## src/design/sopt_pkg.sv

```systemverilog
package sopt_pkg;

  localparam int SLOTS = 16;
  localparam int IDX_W = (SLOTS > 1) ? $clog2(SLOTS) : 1;
  localparam logic [IDX_W-1:0] IDX_LAST = IDX_W'(SLOTS - 1);

  typedef enum logic [1:0] {
    OP_START = 2'd0,
    OP_KILL  = 2'd1,
    OP_TICK  = 2'd2
  } op_t;

  typedef enum logic [1:0] {
    KIND_START = 2'd0,
    KIND_KILL  = 2'd1,
    KIND_FIRED = 2'd2
  } kind_t;

  typedef enum logic [1:0] {
    S_IDLE  = 2'd0,
    S_SCAN  = 2'd1,
    S_FLUSH = 2'd2
  } state_t;

  // controller to datapath
  typedef struct packed {
    logic in_ready;
    logic load;
    logic step;
    logic start_take;
    logic start_full;
    logic kill_ack;
    logic kill_clear;
    logic fire;
    logic push_pend;
    logic push_last;
  } sopt_cmd_t;

  // datapath to controller
  typedef struct packed {
    logic       in_valid;
    logic [1:0] in_op;
    op_t        cur_op;
    logic       hit;
    logic       idx_last;
    logic       pend_valid;
    logic       out_free;
  } sopt_stat_t;

endpackage

```

## src/design/sopt_if.sv

```systemverilog
interface sopt_in_if;
  logic        valid;
  logic        ready;
  logic [1:0]  operation;
  logic [31:0] now_ms;
  logic [31:0] delay_ms;
  logic        periodic;
  logic [31:0] user_word;
  logic [31:0] target_id;

  modport source (
    output valid, operation, now_ms, delay_ms, periodic, user_word, target_id,
    input  ready
  );
  modport sink (
    input  valid, operation, now_ms, delay_ms, periodic, user_word, target_id,
    output ready
  );
endinterface

interface sopt_out_if;
  logic        valid;
  logic        ready;
  logic [1:0]  kind;
  logic [31:0] timer_id;
  logic [31:0] fired_user;
  logic        last;

  modport source (
    output valid, kind, timer_id, fired_user, last,
    input  ready
  );
  modport sink (
    input  valid, kind, timer_id, fired_user, last,
    output ready
  );
endinterface

```

## src/design/slotted_oneshot_periodic_timers.sv

```systemverilog
// Sixteen millisecond timer slots driven one word at a time. Each input word
// carries an operation and the current time: start takes the lowest free slot,
// gives it the next 32-bit id (zero is never used; a full table answers id 0)
// and sets its due time to now plus the delay, a zero delay counting as one;
// kill frees the lowest active slot with the given id and always answers with
// one acknowledge; tick walks the slots in order and reports every active slot
// whose due time has passed (wrap-safe signed difference), reloading periodic
// slots and freeing one-shot slots, with last set on the final report and no
// report at all when nothing is due. Operation code 3 is dropped silently.
// Timing: a sequencer visits one slot per cycle through a single compare and
// add, unless the output side holds off a result, after an accept step for
// the item: start and kill stop at the first hit, and tick visits all 16
// slots and then takes a closing step for the last report. One result register
// sits at the output, so a new word is taken while the last result still waits.
module slotted_oneshot_periodic_timers (
  input logic        clk,
  input logic        rst,
  sopt_in_if.sink    in_ch,
  sopt_out_if.source out_ch
);
  import sopt_pkg::*;

  sopt_cmd_t  cmd;   // sequencer commands
  sopt_stat_t stat;  // slot and handshake status

  // sequencer: idle / per-slot scan / closing report of a tick
  sopt_ctrl u_ctrl (
    .clk  (clk),
    .rst  (rst),
    .stat (stat),
    .cmd  (cmd)
  );

  // slot table, id counter, held fired word and output register
  sopt_datapath u_datapath (
    .clk    (clk),
    .rst    (rst),
    .in_ch  (in_ch),
    .out_ch (out_ch),
    .cmd    (cmd),
    .stat   (stat)
  );

endmodule

```

## src/design/sopt_ctrl.sv

```systemverilog
module sopt_ctrl (
  input  logic                clk,
  input  logic                rst,
  input  sopt_pkg::sopt_stat_t stat,
  output sopt_pkg::sopt_cmd_t  cmd
);
  import sopt_pkg::*;

  state_t state;
  state_t state_next;
  logic   tick_stall;
  logic   item_done;

  // a due slot cannot be taken while the held one still waits for the output
  assign tick_stall = stat.hit && stat.pend_valid && !stat.out_free;
  // start and kill finish on a hit or at the last slot
  assign item_done  = stat.hit || stat.idx_last;

  always_ff @(posedge clk) begin
    if (rst) begin
      state <= S_IDLE;
    end else begin
      state <= state_next;
    end
  end

  always_comb begin
    state_next = state;
    case (state)
      S_IDLE: begin
        if (stat.in_valid && (stat.in_op inside {OP_START, OP_KILL, OP_TICK})) begin
          state_next = S_SCAN;
        end
      end
      S_SCAN: begin
        case (stat.cur_op)
          OP_START, OP_KILL: begin
            if (item_done && stat.out_free) begin
              state_next = S_IDLE;
            end
          end
          OP_TICK: begin
            if (!tick_stall && stat.idx_last) begin
              state_next = S_FLUSH;
            end
          end
          default: state_next = S_IDLE;
        endcase
      end
      S_FLUSH: begin
        if (!stat.pend_valid || stat.out_free) begin
          state_next = S_IDLE;
        end
      end
      default: state_next = S_IDLE;
    endcase
  end

  always_comb begin
    cmd = '0;
    case (state)
      S_IDLE: begin
        cmd.in_ready = 1'b1;
        cmd.load     = stat.in_valid;
      end
      S_SCAN: begin
        case (stat.cur_op)
          OP_START: begin
            if (stat.hit) begin
              cmd.start_take = stat.out_free;
            end else if (stat.idx_last) begin
              cmd.start_full = stat.out_free;
            end else begin
              cmd.step = 1'b1;
            end
          end
          OP_KILL: begin
            if (item_done) begin
              cmd.kill_ack   = stat.out_free;
              cmd.kill_clear = stat.out_free && stat.hit;
            end else begin
              cmd.step = 1'b1;
            end
          end
          OP_TICK: begin
            if (!tick_stall) begin
              cmd.fire      = stat.hit;
              cmd.push_pend = stat.hit && stat.pend_valid;
              cmd.step      = !stat.idx_last;
            end
          end
          default: cmd = '0;
        endcase
      end
      S_FLUSH: begin
        cmd.push_pend = stat.pend_valid && stat.out_free;
        cmd.push_last = 1'b1;
      end
      default: cmd = '0;
    endcase
  end

endmodule

```

## src/design/sopt_datapath.sv

```systemverilog
module sopt_datapath (
  input  logic                 clk,
  input  logic                 rst,
  sopt_in_if.sink              in_ch,
  sopt_out_if.source           out_ch,
  input  sopt_pkg::sopt_cmd_t  cmd,
  output sopt_pkg::sopt_stat_t stat
);
  import sopt_pkg::*;

  // latched item
  op_t         cur_op;
  logic [31:0] now_q;
  logic [31:0] delay_q;
  logic [31:0] start_due;
  logic        per_q;
  logic [31:0] user_q;
  logic [31:0] target_q;

  logic [IDX_W-1:0] idx;
  logic [31:0]      next_id;

  // slot table
  logic [SLOTS-1:0] slot_active;
  logic [31:0]      slot_id [SLOTS];
  logic [31:0]      slot_delay [SLOTS];
  logic             slot_periodic [SLOTS];
  logic [31:0]      slot_user [SLOTS];
  logic [31:0]      slot_due [SLOTS];

  // fired word held until the next one shows whether it was the last
  logic        pend_valid;
  logic [31:0] pend_id;
  logic [31:0] pend_user;

  // output register
  logic        out_valid;
  logic [1:0]  out_kind;
  logic [31:0] out_id;
  logic [31:0] out_user;
  logic        out_last;

  logic [31:0] due_diff;
  logic        is_free;
  logic        is_match;
  logic        is_due;
  logic        hit;
  logic        out_free;
  logic        push;
  logic [31:0] delay_eff;

  assign delay_eff = (in_ch.delay_ms == 32'd0) ? 32'd1 : in_ch.delay_ms;
  assign due_diff  = now_q - slot_due[idx];
  assign is_free   = !slot_active[idx];
  assign is_match  = slot_active[idx] && (slot_id[idx] == target_q);
  assign is_due    = slot_active[idx] && !due_diff[31];

  always_comb begin
    case (cur_op)
      OP_START: hit = is_free;
      OP_KILL:  hit = is_match;
      OP_TICK:  hit = is_due;
      default:  hit = 1'b0;
    endcase
  end

  assign out_free = !out_valid || out_ch.ready;
  assign push     = cmd.start_take || cmd.start_full || cmd.kill_ack || cmd.push_pend;

  assign stat.in_valid   = in_ch.valid;
  assign stat.in_op      = in_ch.operation;
  assign stat.cur_op     = cur_op;
  assign stat.hit        = hit;
  assign stat.idx_last   = (idx == IDX_LAST);
  assign stat.pend_valid = pend_valid;
  assign stat.out_free   = out_free;

  assign in_ch.ready       = cmd.in_ready;
  assign out_ch.valid      = out_valid;
  assign out_ch.kind       = out_kind;
  assign out_ch.timer_id   = out_id;
  assign out_ch.fired_user = out_user;
  assign out_ch.last       = out_last;

  // control state
  always_ff @(posedge clk) begin
    if (rst) begin
      idx         <= '0;
      next_id     <= 32'd1;
      slot_active <= '0;
      pend_valid  <= 1'b0;
      out_valid   <= 1'b0;
    end else begin
      if (cmd.load) begin
        idx <= '0;
      end else if (cmd.step) begin
        idx <= idx + 1'b1;
      end
      if (cmd.start_take) begin
        slot_active[idx] <= 1'b1;
        next_id          <= (next_id == 32'hFFFF_FFFF) ? 32'd1 : next_id + 32'd1;
      end
      if (cmd.kill_clear) begin
        slot_active[idx] <= 1'b0;
      end
      if (cmd.fire && !slot_periodic[idx]) begin
        slot_active[idx] <= 1'b0;
      end
      if (cmd.load) begin
        pend_valid <= 1'b0;
      end else if (cmd.fire) begin
        pend_valid <= 1'b1;
      end else if (cmd.push_pend) begin
        pend_valid <= 1'b0;
      end
      if (push) begin
        out_valid <= 1'b1;
      end else if (out_ch.ready) begin
        out_valid <= 1'b0;
      end
    end
  end

  // payload
  always_ff @(posedge clk) begin
    if (cmd.load) begin
      cur_op    <= op_t'(in_ch.operation);
      now_q     <= in_ch.now_ms;
      delay_q   <= delay_eff;
      start_due <= in_ch.now_ms + delay_eff;
      per_q     <= in_ch.periodic;
      user_q    <= in_ch.user_word;
      target_q  <= in_ch.target_id;
    end
    if (cmd.start_take) begin
      slot_id[idx]       <= next_id;
      slot_delay[idx]    <= delay_q;
      slot_periodic[idx] <= per_q;
      slot_user[idx]     <= user_q;
      slot_due[idx]      <= start_due;
    end
    if (cmd.fire) begin
      pend_id   <= slot_id[idx];
      pend_user <= slot_user[idx];
      if (slot_periodic[idx]) begin
        slot_due[idx] <= now_q + slot_delay[idx];
      end
    end
    if (cmd.start_take) begin
      out_kind <= KIND_START;
      out_id   <= next_id;
      out_user <= 32'd0;
      out_last <= 1'b1;
    end else if (cmd.start_full) begin
      out_kind <= KIND_START;
      out_id   <= 32'd0;
      out_user <= 32'd0;
      out_last <= 1'b1;
    end else if (cmd.kill_ack) begin
      out_kind <= KIND_KILL;
      out_id   <= 32'd0;
      out_user <= 32'd0;
      out_last <= 1'b1;
    end else if (cmd.push_pend) begin
      out_kind <= KIND_FIRED;
      out_id   <= pend_id;
      out_user <= pend_user;
      out_last <= cmd.push_last;
    end
  end

  a_push_room: assert property (@(posedge clk) disable iff (rst) push |-> out_free)
    else $error("word pushed over an untaken output word");
  a_pend_held: assert property (@(posedge clk) disable iff (rst) cmd.push_pend |-> pend_valid)
    else $error("fired word pushed with nothing held");
  a_take_free: assert property (@(posedge clk) disable iff (rst)
                                cmd.start_take |-> !slot_active[idx])
    else $error("start took a busy slot");
  a_id_nonzero: assert property (@(posedge clk) disable iff (rst)
                                 cmd.start_take |=> next_id != 32'd0)
    else $error("id counter reached zero");

endmodule
```

## src/flat_wrapper.sv

```systemverilog
// flat-port wrapper written by rule: the top's interface ports become plain ports
module slotted_oneshot_periodic_timers_flat import sopt_pkg::*;
  (clk, rst, in_ch_valid, in_ch_operation, in_ch_now_ms, in_ch_delay_ms, in_ch_periodic, in_ch_user_word, in_ch_target_id, in_ch_ready, out_ch_valid, out_ch_kind, out_ch_timer_id, out_ch_fired_user, out_ch_last, out_ch_ready);
  sopt_in_if in_ch_i ();
  sopt_out_if out_ch_i ();
  input logic clk;
  input logic rst;
  input wire logic [$bits(in_ch_i.valid)-1:0] in_ch_valid;
  input wire logic [$bits(in_ch_i.operation)-1:0] in_ch_operation;
  input wire logic [$bits(in_ch_i.now_ms)-1:0] in_ch_now_ms;
  input wire logic [$bits(in_ch_i.delay_ms)-1:0] in_ch_delay_ms;
  input wire logic [$bits(in_ch_i.periodic)-1:0] in_ch_periodic;
  input wire logic [$bits(in_ch_i.user_word)-1:0] in_ch_user_word;
  input wire logic [$bits(in_ch_i.target_id)-1:0] in_ch_target_id;
  output wire logic [$bits(in_ch_i.ready)-1:0] in_ch_ready;
  output wire logic [$bits(out_ch_i.valid)-1:0] out_ch_valid;
  output wire logic [$bits(out_ch_i.kind)-1:0] out_ch_kind;
  output wire logic [$bits(out_ch_i.timer_id)-1:0] out_ch_timer_id;
  output wire logic [$bits(out_ch_i.fired_user)-1:0] out_ch_fired_user;
  output wire logic [$bits(out_ch_i.last)-1:0] out_ch_last;
  input wire logic [$bits(out_ch_i.ready)-1:0] out_ch_ready;
  assign in_ch_i.valid = in_ch_valid;
  assign in_ch_i.operation = in_ch_operation;
  assign in_ch_i.now_ms = in_ch_now_ms;
  assign in_ch_i.delay_ms = in_ch_delay_ms;
  assign in_ch_i.periodic = in_ch_periodic;
  assign in_ch_i.user_word = in_ch_user_word;
  assign in_ch_i.target_id = in_ch_target_id;
  assign in_ch_ready = in_ch_i.ready;
  assign out_ch_valid = out_ch_i.valid;
  assign out_ch_kind = out_ch_i.kind;
  assign out_ch_timer_id = out_ch_i.timer_id;
  assign out_ch_fired_user = out_ch_i.fired_user;
  assign out_ch_last = out_ch_i.last;
  assign out_ch_i.ready = out_ch_ready;
  slotted_oneshot_periodic_timers u_core (.clk(clk), .rst(rst), .in_ch(in_ch_i), .out_ch(out_ch_i));
endmodule
```

## config.mk

```make
export PLATFORM = sky130hd
export DESIGN_NAME = slotted_oneshot_periodic_timers_flat
export DESIGN_NICKNAME = d
export VERILOG_FILES = /design/src/design/sopt_pkg.sv /design/src/design/sopt_if.sv /design/src/design/slotted_oneshot_periodic_timers.sv /design/src/design/sopt_ctrl.sv /design/src/design/sopt_datapath.sv /design/src/flat_wrapper.sv
export SDC_FILE = /design/constraint.sdc
export NUM_CORES = 2
export LEC_CHECK = 0
export ABC_AREA = 1
export BUFFER_PORTS_ARGS = -buffer_cell sky130_fd_sc_hd__clkbuf_2
export CELL_PAD_IN_SITES_DETAIL_PLACEMENT = 0
export CELL_PAD_IN_SITES_GLOBAL_PLACEMENT = 2
export CORE_MARGIN = 2
export CORE_UTILIZATION = 40
export DETAILED_ROUTE_END_ITERATION = 10
export GPL_ROUTABILITY_DRIVEN = 0
export PLACE_DENSITY_LB_ADDON = 0.12
export SYNTH_ARGS = -nofsm -noshare
export SYNTH_HDL_FRONTEND = slang
export SYNTH_HIERARCHICAL = 1
export SYNTH_SLANG_ARGS = --single-unit
```

## constraint.sdc

```tcl
create_clock -name clk -period 9.2 [get_ports clk]
set_input_delay 1.38 -clock clk [delete_from_list [all_inputs] [get_ports clk]]
set_output_delay 1.38 -clock clk [all_outputs]
set_load 0.01 [all_outputs]
```

==> metrics.md <==
| Metric | Value |
|---|---|
| Max incr delay on CP | 0.82 ns |
| Row Count | 181 |
| Initial drt markers | 6048 |
| CP dominant cell by count | nand2_1 |
| Fraction of layout cells with a size suffix above 1 | 9.879% |
| Max Fclk | 138.4 MHz |
| Sequential area share after synthesis | 73.62% |
| Worst-path clk slew | 0.05 ns |
| Vias in the first global route | 61120 |
| Die height | 497.3 µm |
| Worst-Margin Slew | 1.236 ns |
| Worst hold path type | reg2reg |
| First-pass GRT wire length | 441400 µm |
| Hold_buf cts | 0 |
| DPL Wire Length | 166800 µm |
| Die width | 497.3 µm |
| Min Tclk post-route | 7.223 ns |
| Clock buffer depth | 4 |
| Met2 Track Usage GR | 38.31% |
| Clock Latency Late Sink | 0.93 ns |
| Status | complete, no violations |
| Final net count | 8076 |
| Met3 usage | 2.882% |
| Critical Path Sink Type | flop |
| CP Max Fanout | 156 |
| Hold_sp | u_core/u_datapath/out_ch.fired_user[12]$_SDFFE_PP0P_ |
| Crit Path Class | reg2reg |
| Sink Count | 2418 |
| Synthesized instance count | 7684 |
| Util after Layout | 45.75% |
| Worst Hold Path EP | u_core/u_datapath/out_ch.fired_user[12]$_SDFFE_PP0P_ |
| Flop and latch count out of synthesis | 2418 |
| CTS H-tree depth | 5 |
| Final setup vio count | 0 |
| # resized after CTS | 0 |
| Met1 Use GR | 35.78% |
| Bufs and invs on worst path | 6 |
| Mapped cell area | 97340 µm² |
| Grt ovf | 0 |
| Hold path cells | 2 |
| Hold Vio Cnt, Final | 0 |
| CTS Buf Count | 286 |
| Clock skew | 0.05820 ns |
| DRT Pass-1 Iters | 6 |
| Setup Total Neg Slack | 0 ns |
| Power per cell area | 255.6 nW/µm² |
| Final period utilization | 78.51% |
| Slowest stage cell, crit path | nor2_4 |
| # DRC | 0 |
| Flop2flop setup slack | 1.98 ns |
| PortBufs | 203 |
| Max-slew headroom | 17.61% |
| Synth unique cells | 50 |
| Syn. warnings | 6 |
| Post-synth ARST share | 0% |
| Initial antenna violation count | 12 |
| Core area | 242500 µm² |
| Commonest non-fill, non-tap cell in the layout | edfxtp_1 |
| Reg-to-reg endpoint | u_core/u_datapath/slot_due[0][3]$_DFFE_PP_ |
| DR vias/cell | 5.624 |
| Unrepaired setup endpoints after global routing | no |
| CTS tree | built |
| Synthesis-to-finish area growth | 13.99% |
| Max Slew Vio Count | 0 |
| Antenna viol nets, final | 0 |
| Leakage | 37.50 nW |
| Worst Setup Start Kind | flop |
| Routed len/inst | 27.36 µm |
| Peak supply drop | 224.3 µV |
| Critical Path Stages | 26 |
| Average size of a mapped cell | 12.67 µm² |
| CP required | 9.78 ns |
| Detailed-route via count | 63170 |
| Number of synthesized flops with an enable pin | 2323 |
| Starting Density | 40.13% |
| Cells on worst reg2reg path | 26 |
| Setup bufs post-CTS | 0 |
| Hold WS | 0.4621 ns |
| Root Buffer | clkbuf_16 |
| Total Routed Length | 307200 µm |
| Worst Path Arrival | 7.80 ns |
| Commonest cells after routing, fill and taps aside | edfxtp_1, nor2_1, o21ai_0 |
| Maxcap violations | 0 |
| Ports | 204 |
| Syn_nets | 7925 |
| Main flop type after synthesis | edfxtp_1 |
| Pin count of the biggest net entering global routing | 183 |
| Die Area | 247300 µm² |
| Gr busiest metal | met2 |
| Top delay family on crit path | simple AND/OR/NAND/NOR gates |
| Gr usage total | 24.29% |
-- power breakdown --
group	switching (mW)	leakage [nW]	internal [mW]
clock network	4.34	4.20	6.29
registers	0.492	22.1	12.8
logic	3.16	11.2	1.30
total	7.99	37.5	20.4
-- cell type report --
class,count,area (µm²)
antenna,2,5.005
clock buffer,364,7575
clock inverter,116,1033
fill,21870,131600
inverter,259,1015
multi-input combinational,4508,22930
sequential,2418,71680
tap,3202,4006
timing repair buffer,362,2710
-- metal layers --
metal	wire length [µm]	vias up
li1	-	28500
met2	141600	1950
met4	6950	2
met5	13	-
met1	142600	32310
met3	16150	404
-- how the worst max path moves through the flow --
stage / start / to / slack (ns)
4_1_cts: flop / u_core/u_datapath/slot_due[0][3]$_DFFE_PP_ / 1.88
5_1_grt: flop / u_core/u_datapath/next_id[25]$_SDFFE_PP0P_ / 1.35
3_5_place_dp: flop / u_core/u_datapath/slot_due[0][10]$_DFFE_PP_ / 1.92
6_report: flop / u_core/u_datapath/slot_due[0][3]$_DFFE_PP_ / 1.98
2_1_floorplan: flop / u_core/u_datapath/slot_active[13]$_SDFF_PP0_ / 0.22
3_3_place_gp: flop / u_core/u_datapath/slot_due[0][3]$_DFFE_PP_ / 1.86
-- registers in the layout, summed over array words and instances (netlist names), 512 cells and up, named ones only --
register,cells
u_core/u_datapath/slot_id,512
u_core/u_datapath/slot_user,512
u_core/u_datapath/slot_delay,512
u_core/u_datapath/slot_due,512
-- cell usage after synthesis (11+ instances only) --
cell,count,share of area [%]
edfxtp_1,2323,72
nor2_1,1330,5.1
o21ai_0,1065,5.5
nand2_1,748,2.9
clkbuf_1,363,1.4
nand3_1,312,1.6
inv_1,245,0.94
o221ai_1,197,1.8
o22ai_1,195,1.3
a21oi_1,142,0.73
ha_1,104,1.3
o211ai_1,100,0.77
dfxtp_1,95,2.0
buf_2,61,0.31
nand4_1,55,0.35
buf_1,43,0.17
xor2_1,37,0.33
a31oi_1,34,0.22
buf_4,27,0.21
nor3_1,26,0.13
nand3b_1,25,0.19
o21ai_1,24,0.12
xnor2_1,24,0.22
nor4_1,21,0.13
clkinv_1,11,0.042
-- worst min-delay path, stage by stage, from the launching register on --
cell and delay, ns:
dfxtp_1 0.31, nand2_1 0.06, a21oi_1 0.05
-- stage by stage --
| stage | area (µm²) | cells | power (mW) | setup slack, ns |
|---|---|---|---|---|
| CTS | 111000 | 11230 | 28.63 | 1.883 |
| detailed placement | 102300 | 10750 | 17.97 | 1.921 |
| floorplan | 97340 | 7684 | 16.24 | 0.2191 |
| finish | 111000 | 11230 | 28.35 | 1.977 |
| global placement | 102300 | 10750 | 17.94 | 1.857 |
| global route | 111000 | 11230 | 29.57 | 1.350 |
-- logic make-up after synthesis --
kind of cell	Yosys count	synth area share, %
xor+xnor	61	0.5489
buf+inv	758	3.144
simple gates	2536	10.57
fa+ha+maj	106	1.378
compound gates	1805	10.75
flops	2418	73.62
Power figures use the tool's default switching activity.
